--- config.mk ---
export PLATFORM = sky130hd
export DESIGN_NAME = dpq_ctrl
export DESIGN_NICKNAME = d
export VERILOG_FILES = /design/src/rtl/dpq_pkg.sv /design/src/rtl/dpq_ctrl.sv
export SDC_FILE = /design/constraint.sdc
export NUM_CORES = 1
export LEC_CHECK = 0
export BUFFER_PORTS_ARGS = -buffer_cell sky130_fd_sc_hd__buf_4
export CELL_PAD_IN_SITES_DETAIL_PLACEMENT = 1
export CELL_PAD_IN_SITES_GLOBAL_PLACEMENT = 1
export CORE_AREA = 2 2 39 41
export CTS_BUF_LIST = sky130_fd_sc_hd__clkbuf_4 sky130_fd_sc_hd__clkbuf_8
export DETAILED_ROUTE_END_ITERATION = 8
export DIE_AREA = 0 0 41 43
export PLACE_DENSITY_LB_ADDON = 0.08
export SETUP_SLACK_MARGIN = 0.02
export SKIP_CTS_REPAIR_TIMING = 1
export SLEW_MARGIN = 40
export SYNTH_ARGS = -nofsm -noshare
export SYNTH_HDL_FRONTEND = slang
export SYNTH_SLANG_ARGS = --single-unit
--- constraint.sdc ---
create_clock -name clk -period 3 [get_ports clk]
set_input_delay 0 -clock clk [delete_from_list [all_inputs] [get_ports clk]]
set_output_delay 0 -clock clk [all_outputs]
set_load 0.005 [all_outputs]
--- src/rtl/dpq_pkg.sv ---
// shared types, constants and register codes of the dead-band piecewise quantizer
package dpq_pkg;

	// default sample width, signed Q4.12
	localparam int SAMPLE_BITS_DEF = 16;

	// configuration port
	localparam int CFG_IDX_W = 3;
	localparam int CFG_W     = 16;

	typedef enum logic [CFG_IDX_W-1:0] {
		CFG_DEADBAND    = 3'd0,
		CFG_WINDOW_LOW  = 3'd1,
		CFG_WINDOW_HIGH = 3'd2,
		CFG_FINE_SHARE  = 3'd3,
		CFG_CODE_BITS   = 3'd4
	} cfg_idx_t;

	localparam logic [15:0] DEADBAND_RST    = 16'd410;
	localparam logic [15:0] WINDOW_LOW_RST  = 16'hF000;
	localparam logic [15:0] WINDOW_HIGH_RST = 16'h1000;
	localparam logic [15:0] FINE_SHARE_RST  = 16'h8000;
	localparam logic [3:0]  CODE_BITS_RST   = 4'd4;

	// output code
	localparam int CODE_W   = 8;
	localparam int CODE_MAX = 8;

	// fixed-point constants: 3.0 in Q4.12, span 6.0, 1.0 in Q0.16
	localparam int THREE_Q   = 12288;
	localparam int SPAN_Q    = 2 * THREE_Q;
	localparam int ONE_SHARE = 65536;

	// coarse denominator is 2*ONE_SHARE*SPAN_Q = 3 * 2^30
	localparam int COARSE_SHIFT = 30;
	localparam int COARSE_ODD   = 3;
	// fine denominator is ONE_SHARE * (window_high - window_low)
	localparam int FINE_SHIFT   = 16;

	// coarse numerator at or above twice the denominator always saturates
	localparam longint SAT_LIM = 64'd6442450944;

	// datapath widths
	localparam int BASE_W = 33;
	localparam int PROD_W = BASE_W + CODE_W;

	// serial divider
	localparam int DIV_NW = 24;
	localparam int DIV_DW = 16;

	typedef struct packed {
		logic gate;
		logic mul_a;
		logic add_c;
		logic mul_b;
		logic div_start;
		logic load_out;
	} cmd_t;

	typedef struct packed {
		logic emit;
		logic div_done;
		logic out_free;
	} stat_t;

endpackage

--- src/rtl/dpq_ctrl.sv ---
// sequencing state machine: gate, two multiply steps with an add between them, divide, output load
module dpq_ctrl (
	input  logic           clk,
	input  logic           arst_n,
	input  logic           in_valid,
	output logic           in_ready,
	input  dpq_pkg::stat_t stat,
	output dpq_pkg::cmd_t  cmd
);
	import dpq_pkg::*;

	typedef enum logic [2:0] {
		ST_IDLE,
		ST_GATE,
		ST_MULA,
		ST_ADDC,
		ST_MULB,
		ST_DIVW,
		ST_DONE
	} state_t;

	state_t state_q;
	logic   in_ready_q;
	cmd_t   cmd_q;

	always_ff @(posedge clk or negedge arst_n) begin
		if (!arst_n) begin
			state_q    <= ST_IDLE;
			in_ready_q <= 1'b1;
			cmd_q      <= '0;
		end else begin
			cmd_q <= '0;
			case (state_q)
				ST_IDLE: begin
					if (in_valid && in_ready_q) begin
						state_q    <= ST_GATE;
						in_ready_q <= 1'b0;
						cmd_q.gate <= 1'b1;
					end
				end
				ST_GATE: begin
					if (stat.emit) begin
						state_q     <= ST_MULA;
						cmd_q.mul_a <= 1'b1;
					end else begin
						state_q    <= ST_IDLE;
						in_ready_q <= 1'b1;
					end
				end
				ST_MULA: begin
					state_q     <= ST_ADDC;
					cmd_q.add_c <= 1'b1;
				end
				ST_ADDC: begin
					state_q     <= ST_MULB;
					cmd_q.mul_b <= 1'b1;
				end
				ST_MULB: begin
					state_q         <= ST_DIVW;
					cmd_q.div_start <= 1'b1;
				end
				ST_DIVW: begin
					if (stat.div_done) begin
						if (stat.out_free) begin
							state_q        <= ST_IDLE;
							in_ready_q     <= 1'b1;
							cmd_q.load_out <= 1'b1;
						end else begin
							state_q <= ST_DONE;
						end
					end
				end
				ST_DONE: begin
					if (stat.out_free) begin
						state_q        <= ST_IDLE;
						in_ready_q     <= 1'b1;
						cmd_q.load_out <= 1'b1;
					end
				end
				default: begin
					state_q    <= ST_IDLE;
					in_ready_q <= 1'b1;
				end
			endcase
		end
	end

	assign in_ready = in_ready_q;
	assign cmd      = cmd_q;
endmodule

Yosys cells after proc, flatten, opt, wreduce, memory -nomap -nowiden
Cells that the tools add are included.

word-level totals
  register bits after elaboration = 10
  bits in latches = 0
  RAM bits = 0
  ROM bits = 0
  input bits = 6
  output and inout port bits = 7
  word-level logic and storage cells = 45
  memories kept = 0

operators by class
  $add $sub $neg = 0
  $mul = 0
  div/mod/pow operators = 0
  magnitude comparators = 0
  equality and inequality tests = 10
  shift-type cells = 0
  multiplexer cells = 21
  bitwise operators = 1
  reductions and logical operators = 5

operator list
  cell                                                                    count
  3-bit one-hot mux with 7 select lines                                   1
  1-bit two-way mux                                                       13
  3-bit two-way mux                                                       4
  3-bit equality test (second input constant)                             3
  2-bit != test (second input constant)                                   4
  3-bit by 2-bit equality test with 1-bit output (second input constant)  2
  1-bit one-hot mux with 5 select lines                                   1
  4-bit AND reduction                                                     1
  3-bit by 1-bit equality test with 1-bit output (second input constant)  1
  3-bit zero test                                                         1
  3-bit AND reduction                                                     1
  3-bit OR reduction                                                      1
  2-bit two-way mux                                                       1
  1-bit one-hot mux with 2 select lines                                   1
  1-bit logical AND                                                       1
  1-bit NOT                                                               1

Depth between registers and ports, before layout
  depth in word-level cells = 4
  mapped depth = 5
  mapped depth without buffers = 4

Worst setup path before layout
No wires, ideal clock.

  path type = flip-flop to flip-flop
  start = reg state_q[0]
  end = reg in_ready_q, in the netlist in_ready
  library setup time = 0.082 ns
  arrival = 1.269 ns
  data required time = 2.918 ns
  setup slack = 1.649 ns
  stages on the path, launching flop included = 6
  buffers on the path = 1
  period minus slack after synthesis = 1.351 ns
  path through = dfrtp_1 buf_6 a211o_1 a21oi_4 nor3_2 mux2_4

between the ends
  cells in the longest elaborated chain, start to end = 4
  elaborated cells on any way between the ends = 14
  those cells by class = eq/ne: 9; mux: 1; bitwise: 1; reduce/logical: 3

RTL lines
  element                                                                                       line            source
  from (decl)                                                                                   dpq_ctrl.sv:22  state_t state_q;
  from (signal assigned)                                                                        dpq_ctrl.sv:28  state_q <= ST_IDLE;
  from (signal assigned)                                                                        dpq_ctrl.sv:36  state_q <= ST_GATE;
  from (signal assigned)                                                                        dpq_ctrl.sv:43  state_q <= ST_MULA;
  3-bit equality test / 3-bit by 2-bit equality test with 1-bit output (equally long branches)  dpq_ctrl.sv:33  case (state_q)
  3-bit OR reduction (no source line)                                                           n/a
  1-bit NOT (no source line)                                                                    n/a
  4-bit AND reduction (no source line)                                                          n/a
  to (signal assigned)                                                                          dpq_ctrl.sv:29  in_ready_q <= 1'b1;
  to (signal assigned)                                                                          dpq_ctrl.sv:37  in_ready_q <= 1'b0;
  to (signal assigned)                                                                          dpq_ctrl.sv:47  in_ready_q <= 1'b1;
  to (decl)                                                                                     dpq_ctrl.sv:23  logic in_ready_q;

Parallel ways exist; a longest one is shown, timed or not.
A chain may end at the register's enable or synchronous reset.

Worst setup path in the final report
  start = reg state_q[2]
  end = reg in_ready_q, in the netlist in_ready

Same word-level chain as after synthesis.

==> run metrics <==
Starting Density 36.8%; WL/cell 14.5 um; area leader, netlist dfrtp_1; Synth top area share between 40% and 50%; cells on worst reg2reg path 4; Placed Cells 72; WP buf/inv 0; Post-synth EDFFs 0; drt pass-1 iters 2; total CTS buffers 3; hold path cells 2; initial DRC count 2; Worst path slowest cell dfrtp_1; via count 426; Mapped Nets 53; flop2flop setup slack around 1.5 ns; Pleak 0.324 nW; critical path launch point type flip-flop; final setup fails 0; asr flop ratio synth 100%; Netlist cell types 29; ys flop type dfrtp_1; Worst VDD drop approximately 0.37 mV; drt via density 5.39; reg2reg start state_q[2]; Worst Clk Skew about 0.0020 ns; Core Util, Final between 40% and 50%; worst hold endpoint cmd[4]; clock latency on the worst-skew pair 0.27 ns; Post-Layout Cell Count 79; dpl hpwl 896 um; CP endpoint kind flip-flop; worst hold path startpoint stat[2]; layout cells sized above 1 a little over a third; Overflow after GRT 0; largest net degree at the start of global routing 15; Fin Setup TNS 0 ns; Final Slew Violations 0; max-cap viol count 0; Seq/Total Area, Yosys 49.4%; Peak Freq ~660 MHz; Layout Nets 70; Root Driver clkbuf_4; vias in the first global route 401; WP data required 3.20 ns; CTS H-Tree Depth 1; Die Y 43 um; Overall Global Routing Usage between 10% and 20%; mean area per synthesized cell 10.8 um2; status finished, final reports clean; core area roughly 1400 um2; Period Utilization, post-route 50.8%; Seq cells post-synth 10; PwrDens between 900 and 1000 nW/um2; setup ws final 1.48 ns; Mapped Area between 500 and 600 um2; diode count 0; Rows 14; reg2reg end in_ready; clock slew seen by the registers of the worst setup and hold paths 0.07 ns; final number of hold-violating endpoints 0; Slew HR 68.5%; HP Class input pin to flip-flop; initial antenna violation count 0; RSZ-0062 raised after global routing no; GPL Wtd Cong 0.863; CTS sink count 10; Fin Hold WS ~0.025 ns; post-layout min period 1.52 ns; CP Cell Sequence or3b_1 -> mux2i_1 -> a21oi_1 -> mux2_4; IO Port Bufs 12; Worst Tran Pin Value 0.473 ns; Synth area leaders dfrtp_1, dfstp_2, mux2i_1; Design Power 638 uW; Die X-Extent 41 um; Layout area overhead 30.0%; WS Path Type flip-flop to flip-flop; final wirelength 1140 um; IO Pins 13; DP Worst Slack 1.50 ns; first-pass GRT wire length 1870 um; CTS tree built; post-route cell area 662 um2; placed inst area 596 um2; Worst EP arrival 1.73 ns; Cells after Synth 47; Max clock buf depth 2; Syn. warnings 0; family with the most delay on the worst path flip-flops; die area 1760 um2; Worst Path Max Fanout 11; DRC Markers 0; DRT antenna net count 0; highest cell delay on the worst timing path 0.54 ns
-- state kept, by name, indices dropped and copies added, names as in the netlist --
name	flops
state_q	3
cmd	6
in_ready	1
-- how the worst max path moves through the flow --
stage | start | to | slack, ns | cells past startpoint
floorplan | state_q[0] | in_ready | 1.65 | 5
global placement | state_q[2] | in_ready | 1.58 | 4
detailed placement | state_q[2] | in_ready | 1.50 | 4
CTS | state_q[2] | in_ready | 1.49 | 4
global route | state_q[2] | in_ready | 1.42 | 4
finish | state_q[2] | in_ready | 1.48 | 4
-- cells in the final DEF (no fill, tap or decap) --
| cell | count |
|---|---|
| a211o_1 | 1 |
| a211oi_1 | 1 |
| a21boi_0 | 1 |
| a21oi_1 | 2 |
| a21oi_4 | 1 |
| a221oi_1 | 1 |
| and3_1 | 1 |
| and3_2 | 1 |
| buf_4 | 12 |
| clkbuf_4 | 3 |
| clkbuf_8 | 1 |
| dfrtp_1 | 9 |
| dfstp_2 | 1 |
| dlygate4sd3_1 | 3 |
| inv_1 | 2 |
| inv_2 | 1 |
| mux2_4 | 1 |
| mux2i_1 | 2 |
| nand2_1 | 5 |
| nand3b_1 | 1 |
| nor2_1 | 3 |
| nor2b_1 | 1 |
| nor3_1 | 1 |
| nor3_2 | 1 |
| nor3b_1 | 1 |
| nor4_1 | 1 |
| o22a_1 | 1 |
| o32ai_1 | 2 |
| or2b_1 | 1 |
| or3b_1 | 1 |
-- layer usage --
layer  share of wire, %  wire length (um)  vias up  track usage (%)
li1                   -                 -      200                -
met1                 41               469      210             20.0
met2                 52               599       11             24.1
met3                4.0                46        5             4.71
met4                2.4                27        0             10.0
met5                  0                 0        -                0
-- layout make-up --
class / count / area (um2)
multi-input combinational: 31 / 223
sequential: 10 / 251
inverter: 3 / 11.3
clock buffer: 4 / 36.3
timing repair buffer: 15 / 120
tap: 16 / 20.0
fill: 161 / 722
-- worst register-to-register path, cell delays in order, from the launching register on --
cell     delay (ns)
dfrtp_1        0.54
or3b_1         0.41
mux2i_1        0.16
a21oi_1        0.09
mux2_4         0.26
-- Yosys cell counts, drive strengths merged, types with 2 or more instances --
cell / count
dfrtp: 9
mux2i: 2
nand2: 5
o32ai: 2
nor3: 2
nor2: 3
buf: 3
and3: 2
inv: 3
a21oi: 3
-- kinds of logic after synthesis --
logic type | Yosys count | synth area share [%]
and+or+nand+nor | 18 | 20.2
AOI/OAI and AO/OA | 10 | 16.7
DFF | 10 | 49.4
buffers and inverters | 6 | 6.88
muxes | 3 | 6.88
-- report_power, final --
group          total (mW)  switching (mW)  internal, mW
Clock               0.124          0.0505        0.0738
Combinational       0.258           0.117         0.142
Sequential          0.256          0.0695         0.186
(Power assumes the default switching activity.)
