`src/rtl/dpq_pkg.sv`:
```
// shared types, constants and register codes of the dead-band piecewise quantizer
package dpq_pkg;

	// default sample width, signed Q4.12
	localparam int SAMPLE_BITS_DEF = 16;

	// configuration port
	localparam int CFG_IDX_W = 3;
	localparam int CFG_W     = 16;

	typedef enum logic [CFG_IDX_W-1:0] {
		CFG_DEADBAND    = 3'd0,
		CFG_WINDOW_LOW  = 3'd1,
		CFG_WINDOW_HIGH = 3'd2,
		CFG_FINE_SHARE  = 3'd3,
		CFG_CODE_BITS   = 3'd4
	} cfg_idx_t;

	localparam logic [15:0] DEADBAND_RST    = 16'd410;
	localparam logic [15:0] WINDOW_LOW_RST  = 16'hF000;
	localparam logic [15:0] WINDOW_HIGH_RST = 16'h1000;
	localparam logic [15:0] FINE_SHARE_RST  = 16'h8000;
	localparam logic [3:0]  CODE_BITS_RST   = 4'd4;

	// output code
	localparam int CODE_W   = 8;
	localparam int CODE_MAX = 8;

	// fixed-point constants: 3.0 in Q4.12, span 6.0, 1.0 in Q0.16
	localparam int THREE_Q   = 12288;
	localparam int SPAN_Q    = 2 * THREE_Q;
	localparam int ONE_SHARE = 65536;

	// coarse denominator is 2*ONE_SHARE*SPAN_Q = 3 * 2^30
	localparam int COARSE_SHIFT = 30;
	localparam int COARSE_ODD   = 3;
	// fine denominator is ONE_SHARE * (window_high - window_low)
	localparam int FINE_SHIFT   = 16;

	// coarse numerator at or above twice the denominator always saturates
	localparam longint SAT_LIM = 64'd6442450944;

	// datapath widths
	localparam int BASE_W = 33;
	localparam int PROD_W = BASE_W + CODE_W;

	// serial divider
	localparam int DIV_NW = 24;
	localparam int DIV_DW = 16;

	typedef struct packed {
		logic gate;
		logic mul_a;
		logic add_c;
		logic mul_b;
		logic div_start;
		logic load_out;
	} cmd_t;

	typedef struct packed {
		logic emit;
		logic div_done;
		logic out_free;
	} stat_t;

endpackage

```
`src/rtl/dpq_div.sv`:
```
// restoring bit-serial unsigned divider, one quotient bit per cycle
module dpq_div #(
	parameter int NW = dpq_pkg::DIV_NW,
	parameter int DW = dpq_pkg::DIV_DW
) (
	input  logic          clk,
	input  logic          arst_n,
	input  logic          start,
	input  logic [NW-1:0] dividend,
	input  logic [DW-1:0] divisor,
	output logic [NW-1:0] quotient,
	output logic          done
);
	localparam int CNTW = $clog2(NW + 1);

	logic [DW-1:0]   rem_q;
	logic [NW-1:0]   quo_q;
	logic [DW-1:0]   dvs_q;
	logic [CNTW-1:0] cnt_q;
	logic            busy_q;
	logic            done_q;

	logic [DW:0]     shift_rem;
	logic [DW:0]     trial;
	logic            fits;

	assign shift_rem = {rem_q, quo_q[NW-1]};
	assign fits      = shift_rem >= {1'b0, dvs_q};
	assign trial     = shift_rem - {1'b0, dvs_q};

	always_ff @(posedge clk or negedge arst_n) begin
		if (!arst_n) begin
			busy_q <= 1'b0;
			done_q <= 1'b0;
			cnt_q  <= '0;
		end else begin
			done_q <= 1'b0;
			if (start) begin
				busy_q <= 1'b1;
				cnt_q  <= CNTW'(NW);
			end else if (busy_q) begin
				cnt_q <= cnt_q - 1'b1;
				if (cnt_q == CNTW'(1)) begin
					busy_q <= 1'b0;
					done_q <= 1'b1;
				end
			end
		end
	end

	always_ff @(posedge clk) begin
		if (start) begin
			rem_q <= '0;
			quo_q <= dividend;
			dvs_q <= divisor;
		end else if (busy_q) begin
			rem_q <= fits ? trial[DW-1:0] : shift_rem[DW-1:0];
			quo_q <= {quo_q[NW-2:0], fits};
		end
	end

	assign quotient = quo_q;
	assign done     = done_q;
endmodule

```
`config.mk`:
```
export PLATFORM = sky130hd
export DESIGN_NAME = dpq_div
export DESIGN_NICKNAME = d
export VERILOG_FILES = /design/src/rtl/dpq_pkg.sv /design/src/rtl/dpq_div.sv
export SDC_FILE = /design/constraint.sdc
export NUM_CORES = 1
export LEC_CHECK = 0
export ABC_AREA = 1
export BUFFER_PORTS_ARGS = -buffer_cell sky130_fd_sc_hd__buf_2
export CAP_MARGIN = 20
export CORE_MARGIN = 3
export CORE_UTILIZATION = 56
export CTS_CLUSTER_DIAMETER = 200
export DETAILED_ROUTE_END_ITERATION = 10
export PLACE_DENSITY_LB_ADDON = 0.2
export SLEW_MARGIN = 20
export SYNTH_ARGS = -nofsm -noshare
export SYNTH_HDL_FRONTEND = slang
export SYNTH_SLANG_ARGS = --single-unit
```
`constraint.sdc`:
```
create_clock -name clk -period 2.35 [get_ports clk]
set_clock_uncertainty 0.2 [all_clocks]
set_input_delay 0 -clock clk [delete_from_list [all_inputs] [get_ports clk]]
set_output_delay 0 -clock clk [all_outputs]
set_load 0.1 [all_outputs]
```
Word-level counts from Yosys, hierarchy flattened
Cells that the tools add are included.
Widths: inputs -> output; s select.
- word-level logic and storage cells: 22
- register bits: 63
- input bits: 43
- output and inout port bits: 25
- mux-type cells: 11
- equal/unequal tests: 1
- reductions and logical operators: 1
- $add $sub $neg: 2
- magnitude comparators: 1
- operators by type and width (cell ; number):
    $mux 24 ; 2
    $ge 17x16->1 ; 1
    $mux 16 ; 1
    $sub 16x16->16 ; 1
    $mux 5 ; 2
    $mux 1 ; 6
    $eq 5x1->1 const B ; 1
    $sub 5x1->5 const B ; 1
    $reduce_bool 2->1 ; 1

Logic depth before layout (Yosys ltp)
Gate-level depths: netlist of the first run.
- word-level depth: 4
- gate-level depth with buffers: 15
- mapped depth without buffers: 14

Worst setup path after synthesis of the first run
OpenSTA, ideal clock, no wires.
- path type: flip-flop to flip-flop
- start: register quo_q[23] (netlist: quotient[23])
- end: register rem_q[12]
- slack: -0.307 ns
- setup time: 0.113 ns
- data arrival time: 2.344 ns
- path buffers: 0
- cell stages (with the launch flop): 14
- data required time: 2.037 ns
- period minus slack after synthesis: 2.657 ns
- cell sequence: edfxtp_1 inv_1 ha_1 fa_1 inv_1 nand3_1 nand3_1 nand3_1 nand3_1 nand2_1 nand2_1 nand2_1 nand3_1 nand2_1
- cells in the longest elaborated chain, start to end: 2
- elaborated cells on any way between the ends: 3
- those cells by class: add/sub (1); order compare (1); mux (1)
- RTL lines (element ; line ; source):
    start, declared ; dpq_div.sv:17 ; logic [NW-1:0] quo_q;
    start signal, assigned ; dpq_div.sv:54 ; quo_q <= dividend;
    start signal, assigned ; dpq_div.sv:58 ; quo_q <= {quo_q[NW-2:0], fits};
    $sub 16x16->16 / $ge 17x16->1 (equally long branches) ; dpq_div.sv:29, dpq_div.sv:28 ;
    $mux 16 * ; dpq_div.sv:57 ; rem_q <= fits ? trial[DW-1:0] : shift_rem[DW-1:0];
    end signal, assigned ; dpq_div.sv:57 ;
    end, declared ; dpq_div.sv:16 ; logic [DW-1:0] rem_q;
Mark *: on every way between the ends. The rest lies on a longest branch, timed or not.
A chain may end at the register's enable or synchronous reset.

Worst setup path in the final report of the first run
- start: register dvs_q[8]
- end: register rem_q[4]
- cells in the longest elaborated chain, start to end: 2
- RTL lines (element ; line ; source):
    start, declared ; dpq_div.sv:18 ; logic [DW-1:0] dvs_q;
    start signal, assigned ; dpq_div.sv:55 ; dvs_q <= divisor;
    $ge 17x16->1 ; dpq_div.sv:28 ; assign fits = shift_rem >= {1'b0, dvs_q};
    $mux 16 ; dpq_div.sv:57 ;
Every way passes these cells.

==> run metrics, run 1 <==
run status=finished clean; hold wc startpoint=divisor[4]; endpoints failing setup=0; Power per Cell Area=approximately 1100 mW/mm^2; Hold/Removal Path Class=in -> reg; Max-Cap Viols=0; Reg2Reg Depth=12; Synth area leaders=edfxtp_1, nand2_1, dfxtp_1; P_leak=2.55 nW; final WL=9540 microns; Final ANT Viol Nets=0; Worst slew margin=0.382; Critical R2R Capture=rem_q[4]; initial drt markers=208; vias per cell=approximately 5.2; CTS buffer count=9; Die H=approximately 90 microns; Distinct cells, synth=34; DR DRC count=0; Final Max Tran Viols=0; Placer Congestion=0.906; #FFs+latches synth=63; Critical path origin=dvs_q[8]; DP Wirelength=~6200 microns; Diodes inserted=0; Worst-Margin Slew=~930 ps; count leader, synth=nand2_1; DR pass1 iterations=5; CP endpoint kind=flip-flop; die width=88.0 microns; io pins=68; Area Overhead vs Synth=29.6%; total power=0.00517 W; clk slew on worst S/H paths=70 ps; EDFF count, synth=40; Layout fillers=476; worst reg2reg startpoint=dvs_q[8]; Final min period=2230 ps; WP data required=2400 ps; post-synthesis cell area=roughly 0.0038 sq mm; CTS Root Cell=clkbuf_8; Vias=around 3,500; critical path arrival=2270 ps; Nets=655; post-synth top area cell=edfxtp_1; initial core utilization=0.586; critical setup path kind=reg -> reg; crit start category=flip-flop; # rows=29; final hold violations=0; GRT Overall Usage=0.271; register-to-register setup slack=120 ps; CORE AREA=0.00642 sq mm; Routed WL per cell=14.1 microns; Main synth FF type=edfxtp_1; total congestion overflow=0; initial antenna violation count=0; Post-synth ARST share=0.111; Longest Clk Path Bufs=2; pin count of the biggest net entering global routing=35; CTS Sinks=63; RSZ-0062 raised after global routing=true; largest fanout on the critical path=8; cells after synthesis=472; CTS tree=done; global-route wire length before repair=about 16,000 microns; die area=slightly below 0.008 sq mm; yosys warns=0; worst setup path end=rem_q[4]; worst-skew pair later-pin latency=350 ps; synth cell count leaders=nand2_1, inv_1, edfxtp_1, nand3_1, ha_1; fmax=0.449 GHz; net count after synthesis=534; Syn Area/Cell=7.97 sq um; IO buf count=67; sequential area share after synthesis=0.451; period utilization=0.948; Final Worst Setup Slack=123 ps; CTS HTree Levels=3; share of layout cells above drive strength 1=0.217; Max IR drop VDD=0.000667 V; top cell type's share of synthesized area=0.319; setup slack after placement=151 ps; vias in the first global route=3,523
==> final cells by class <==
class | count | area [sq um] | share of cell area
multi-input combinational | 332 | 1800 | 0.369
sequential | 63 | 1700 | 0.348
timing repair buffer | 121 | 851 | 0.175
inverter | 66 | 248 | 0.0508
clock buffer | 13 | 169 | 0.0347
tap | 77 | 96.3 | 0.0198
clock inverter | 3 | 17.5 | 0.00359
==> through the flow <==
stage	area [sq um]	cells	setup TNS, ps	utilization	hold slack [ps]
final	4870	675	0	0.759	160
after global routing	4870	675	-67.4	0.759	162
after CTS	4840	673	0	0.753	153
after detailed placement	4210	613	0	0.656	-356
after global placement	4210	613	0	0.656	-361
after floorplan	3820	472	-1230	-	-496
==> layout by cell type, fill, tap and decap left out, types with 3 or more instances in the layout <==
cell type,n
dfxtp_1,16
buf_2,67
dfrtp_1,7
nand2_2,12
nand3_2,10
xnor2_1,4
nand3_1,20
buf_4,10
nand2_1,194
nor2_2,3
dlygate4sd3_1,44
nor2_1,14
a21oi_1,11
ha_1,15
o21ai_0,4
nor2_4,3
inv_1,63
xor2_1,3
nand3b_1,17
clkbuf_8,12
edfxtp_1,40
nand4_1,6
==> where the power goes <==
group	internal (W)	leakage [nW]	switching (W)
registers	0.00140	0.633	0.000161
clock network	0.000466	0.0954	0.000426
logic	0.000948	1.82	0.00177
==> cells by family after synthesis <==
family	count (synthesis)	share of synthesized area
AO/OA/AOI/OAI	19	0.0273
flip-flops	63	0.451
AND/OR/NAND/NOR	287	0.348
XOR/XNOR	7	0.0163
buffers and inverters	77	0.0924
adder cells (fa/ha/maj)	19	0.0652
==> how the worst min path moves through the flow <==
stage	end	slack (ps)	cells past startpoint
floorplan	busy_q	-500	0
global placement	cnt_q[3]	-360	1
detailed placement	cnt_q[2]	-360	1
CTS	dvs_q[5]	150	2
global route	dvs_q[4]	160	2
finish	dvs_q[4]	160	2
==> state kept, by name, summed over array words and instances, names as in the netlist <==
signal,count
quotient,24
dvs_q,16
rem_q,16
cnt_q,5
busy_q,1
done,1
==> worst max-delay path: stages, from the launching register on <==
cell,delay [ps]
edfxtp_1,380
inv_1,70
ha_1,270
buf_4,170
nand2_1,130
nor2_4,70
nand2_2,90
nor3_4,50
nor2_4,240
buf_4,210
nand3b_1,100
nand3_2,80
nand2_1,50
==> per-layer routing <==
metal	up-vias	routed length [microns]	track usage
met2	148	4390	0.427
li1	1739	-	-
met1	1601	4190	0.351
met3	25	713	0.0715
met4	0	257	0.121
met5	-	0	0
==> what timing repair did <==
item | 4_1_cts | 5_1_grt
resized for setup | 0 | 5
hold buffers | 44 | 0
setup buffers | 0 | 2
endpoints found under the setup margin | 0 | 14
hold endpoints to repair | 53 | 0
Power figures use the tool's default switching activity.
==> inputs of run 2 (changes only) <==
--- a/config.mk
+++ b/config.mk
@@ -6,11 +6,11 @@
 export NUM_CORES = 1
 export LEC_CHECK = 0
 export ABC_AREA = 1
-export BUFFER_PORTS_ARGS = -buffer_cell sky130_fd_sc_hd__buf_2
-export CAP_MARGIN = 20
+export BUFFER_PORTS_ARGS = -buffer_cell sky130_fd_sc_hd__buf_4
 export CORE_MARGIN = 3
 export CORE_UTILIZATION = 56
 export CTS_CLUSTER_DIAMETER = 200
+export CTS_CLUSTER_SIZE = 30
 export DETAILED_ROUTE_END_ITERATION = 10
 export PLACE_DENSITY_LB_ADDON = 0.2
 export SLEW_MARGIN = 20
==> run metrics, run 2 (synthesis results as in run 1) <==
final instance area=0.00505 sq mm (was 0.00487 sq mm); DR DRC count=0 (unchanged); Longest Clk Path Bufs=2 (unchanged); CP endpoint kind=flip-flop (unchanged); critical path arrival=2270 ps (about the same); final std cells w/o fill=674 (was 675); endpoints failing setup=0 (unchanged); Final min period=2240 ps (was 2230 ps); initial antenna violation count=0 (unchanged); Worst-Margin Slew=347 ps (was 926 ps); WP data required=2390 ps (was 2400 ps); Power per Cell Area=1050 mW/mm^2 (was 1060 mW/mm^2); worst-skew pair later-pin latency=350 ps (about the same); Worst slew margin=0.766 (was 0.382); Max IR drop VDD=0.000546 V (was 0.000667 V); DP Wirelength=6180 microns (was 6210 microns); pin count of the biggest net entering global routing=32 (was 35); Final ANT Viol Nets=0 (unchanged); CTS HTree Levels=3 (unchanged); fmax=0.447 GHz (was 0.449 GHz); CTS Root Cell=clkbuf_8 (unchanged); DR pass1 iterations=5 (unchanged); Final Util=0.787 (was 0.759); io pins=68 (unchanged); total power=0.00533 W (was 0.00517 W); critical setup path kind=reg -> reg (unchanged); commonest non-fill, non-tap cell in the layout=nand2_1 (unchanged); vias per cell=5.25 (was 5.20); max reg flops=24 (unchanged); run status=finished clean (unchanged); share of layout cells above drive strength 1=0.214 (was 0.217); Placer Congestion=0.877 (was 0.906); Max-Cap Viols=0 (unchanged); vias in the first global route=3,583 (was 3,523); initial core utilization=0.586 (unchanged); Post-DP Area=0.00439 sq mm (was 0.00421 sq mm); postcts setup bufs=0 (unchanged); Diodes inserted=0 (unchanged); Vias=3,540 (was 3,513); RSZ-0062 raised after global routing=false (was true); GRT Overall Usage=0.277 (was 0.271); final hold violations=0 (unchanged); Final Max Tran Viols=0 (unchanged); global-route wire length before repair=16,400 microns (was 16,200 microns); CTS Sinks=63 (unchanged); Nets=654 (was 655); CORE AREA=0.00642 sq mm (unchanged); Routed WL per cell=14.6 microns (was 14.1 microns); IO buf count=67 (unchanged); clk slew on worst S/H paths=70 ps (about the same); CTS tree=done (unchanged); CTS buffer count=9 (unchanged); total congestion overflow=0 (unchanged); Hold/Removal Path Class=in -> reg (unchanged); crit start category=flip-flop (unchanged); dpl cells=615 (was 613); period utilization=0.951 (was 0.948); Area Overhead vs Synth=34.3% (was 29.6%); initial drt markers=272 (was 208); commonest non-fill, non-tap cells in the layout=nand2_1, buf_4, inv_1 (was nand2_1, buf_2, inv_1); final WL=9820 microns (was 9540 microns); Die H=88.0 microns (unchanged); P_leak=2.61 nW (was 2.55 nW); die area=0.00774 sq mm (unchanged); die width=88.0 microns (unchanged); largest fanout on the critical path=8 (unchanged); # rows=29 (unchanged)
[run 2: changes by cell type in the layout (fill, tap and decap cells not counted)]
cell,change
bufinv_16,+2
buf_2,-67
buf_6,+1
ha_1,+2
buf_4,+66
clkbuf_8,-3
dlygate4sd3_1,-1
nor2_2,+1
clkinvlp_4,+1
nor2_4,-1
ha_2,-2
[run 2: power by group]
part	switching [W]	total (W)	internal [W]
Combinational	0.00175	0.00274	0.000991
Sequential	0.000155	0.00156	0.00140
Clock	0.000437	0.00103	0.000594
Total	0.00234	0.00533	0.00298
[run 2: per-layer routing]
layer	vias up	GRT usage	wire (microns)
li1	1732	-	-
met1	1625	0.343	4080
met2	157	0.462	4730
met3	26	0.0668	769
met4	0	0.120	241
met5	-	0	0
[run 2: worst paths after layout]
kind | endpoint | slack (ps) | from | cells after the start
worst min register to register | rem_q[2] | 270 | rem_q[2] | 2
worst max-delay path | rem_q[2] | 110 | dvs_q[14] | 10
worst min-delay path | dvs_q[13] | 160 | divisor[13] | 2
max in group asynchronous | busy_q | 1290 | arst_n | 3
worst max register to register | rem_q[2] | 110 | dvs_q[14] | 10
min in group asynchronous | cnt_q[3] | 410 | arst_n | 3
[run 2: area by class of cell]
class,count,area (sq um)
well taps,77,96.3
fillers,435,1370
repair buffers,120,1010
clock inverters,6,85.1
multi-input cells,332,1790
flip-flops and latches,63,1700
inverters,66,248
clock buffers,10,128
[run 2: critical path: stages (launching register included)]
cell	delay, ps
edfxtp_1	330
inv_1	40
ha_1	340
a21oi_1	250
o21a_1	140
nand2_1	80
nor2_4	250
buf_4	230
nand3b_1	130
nand3_2	100
nand2_1	40
[run 2: through the flow]
stage / TNS (ps) / setup WS (ps) / hold slack (ps)
CTS: 0 / 156 / 157
global placement: 0 / 251 / -383
global route: 0 / 23.1 / 162
finish: 0 / 115 / 164
floorplan: -1230 / -147 / -496
detailed placement: 0 / 188 / -382
[run 2: timing repair]
item,4_1_cts,5_1_grt
resized for setup,0,3
hold buffers,43,0
hold endpoints to repair,56,0
setup endpoints to repair,0,16
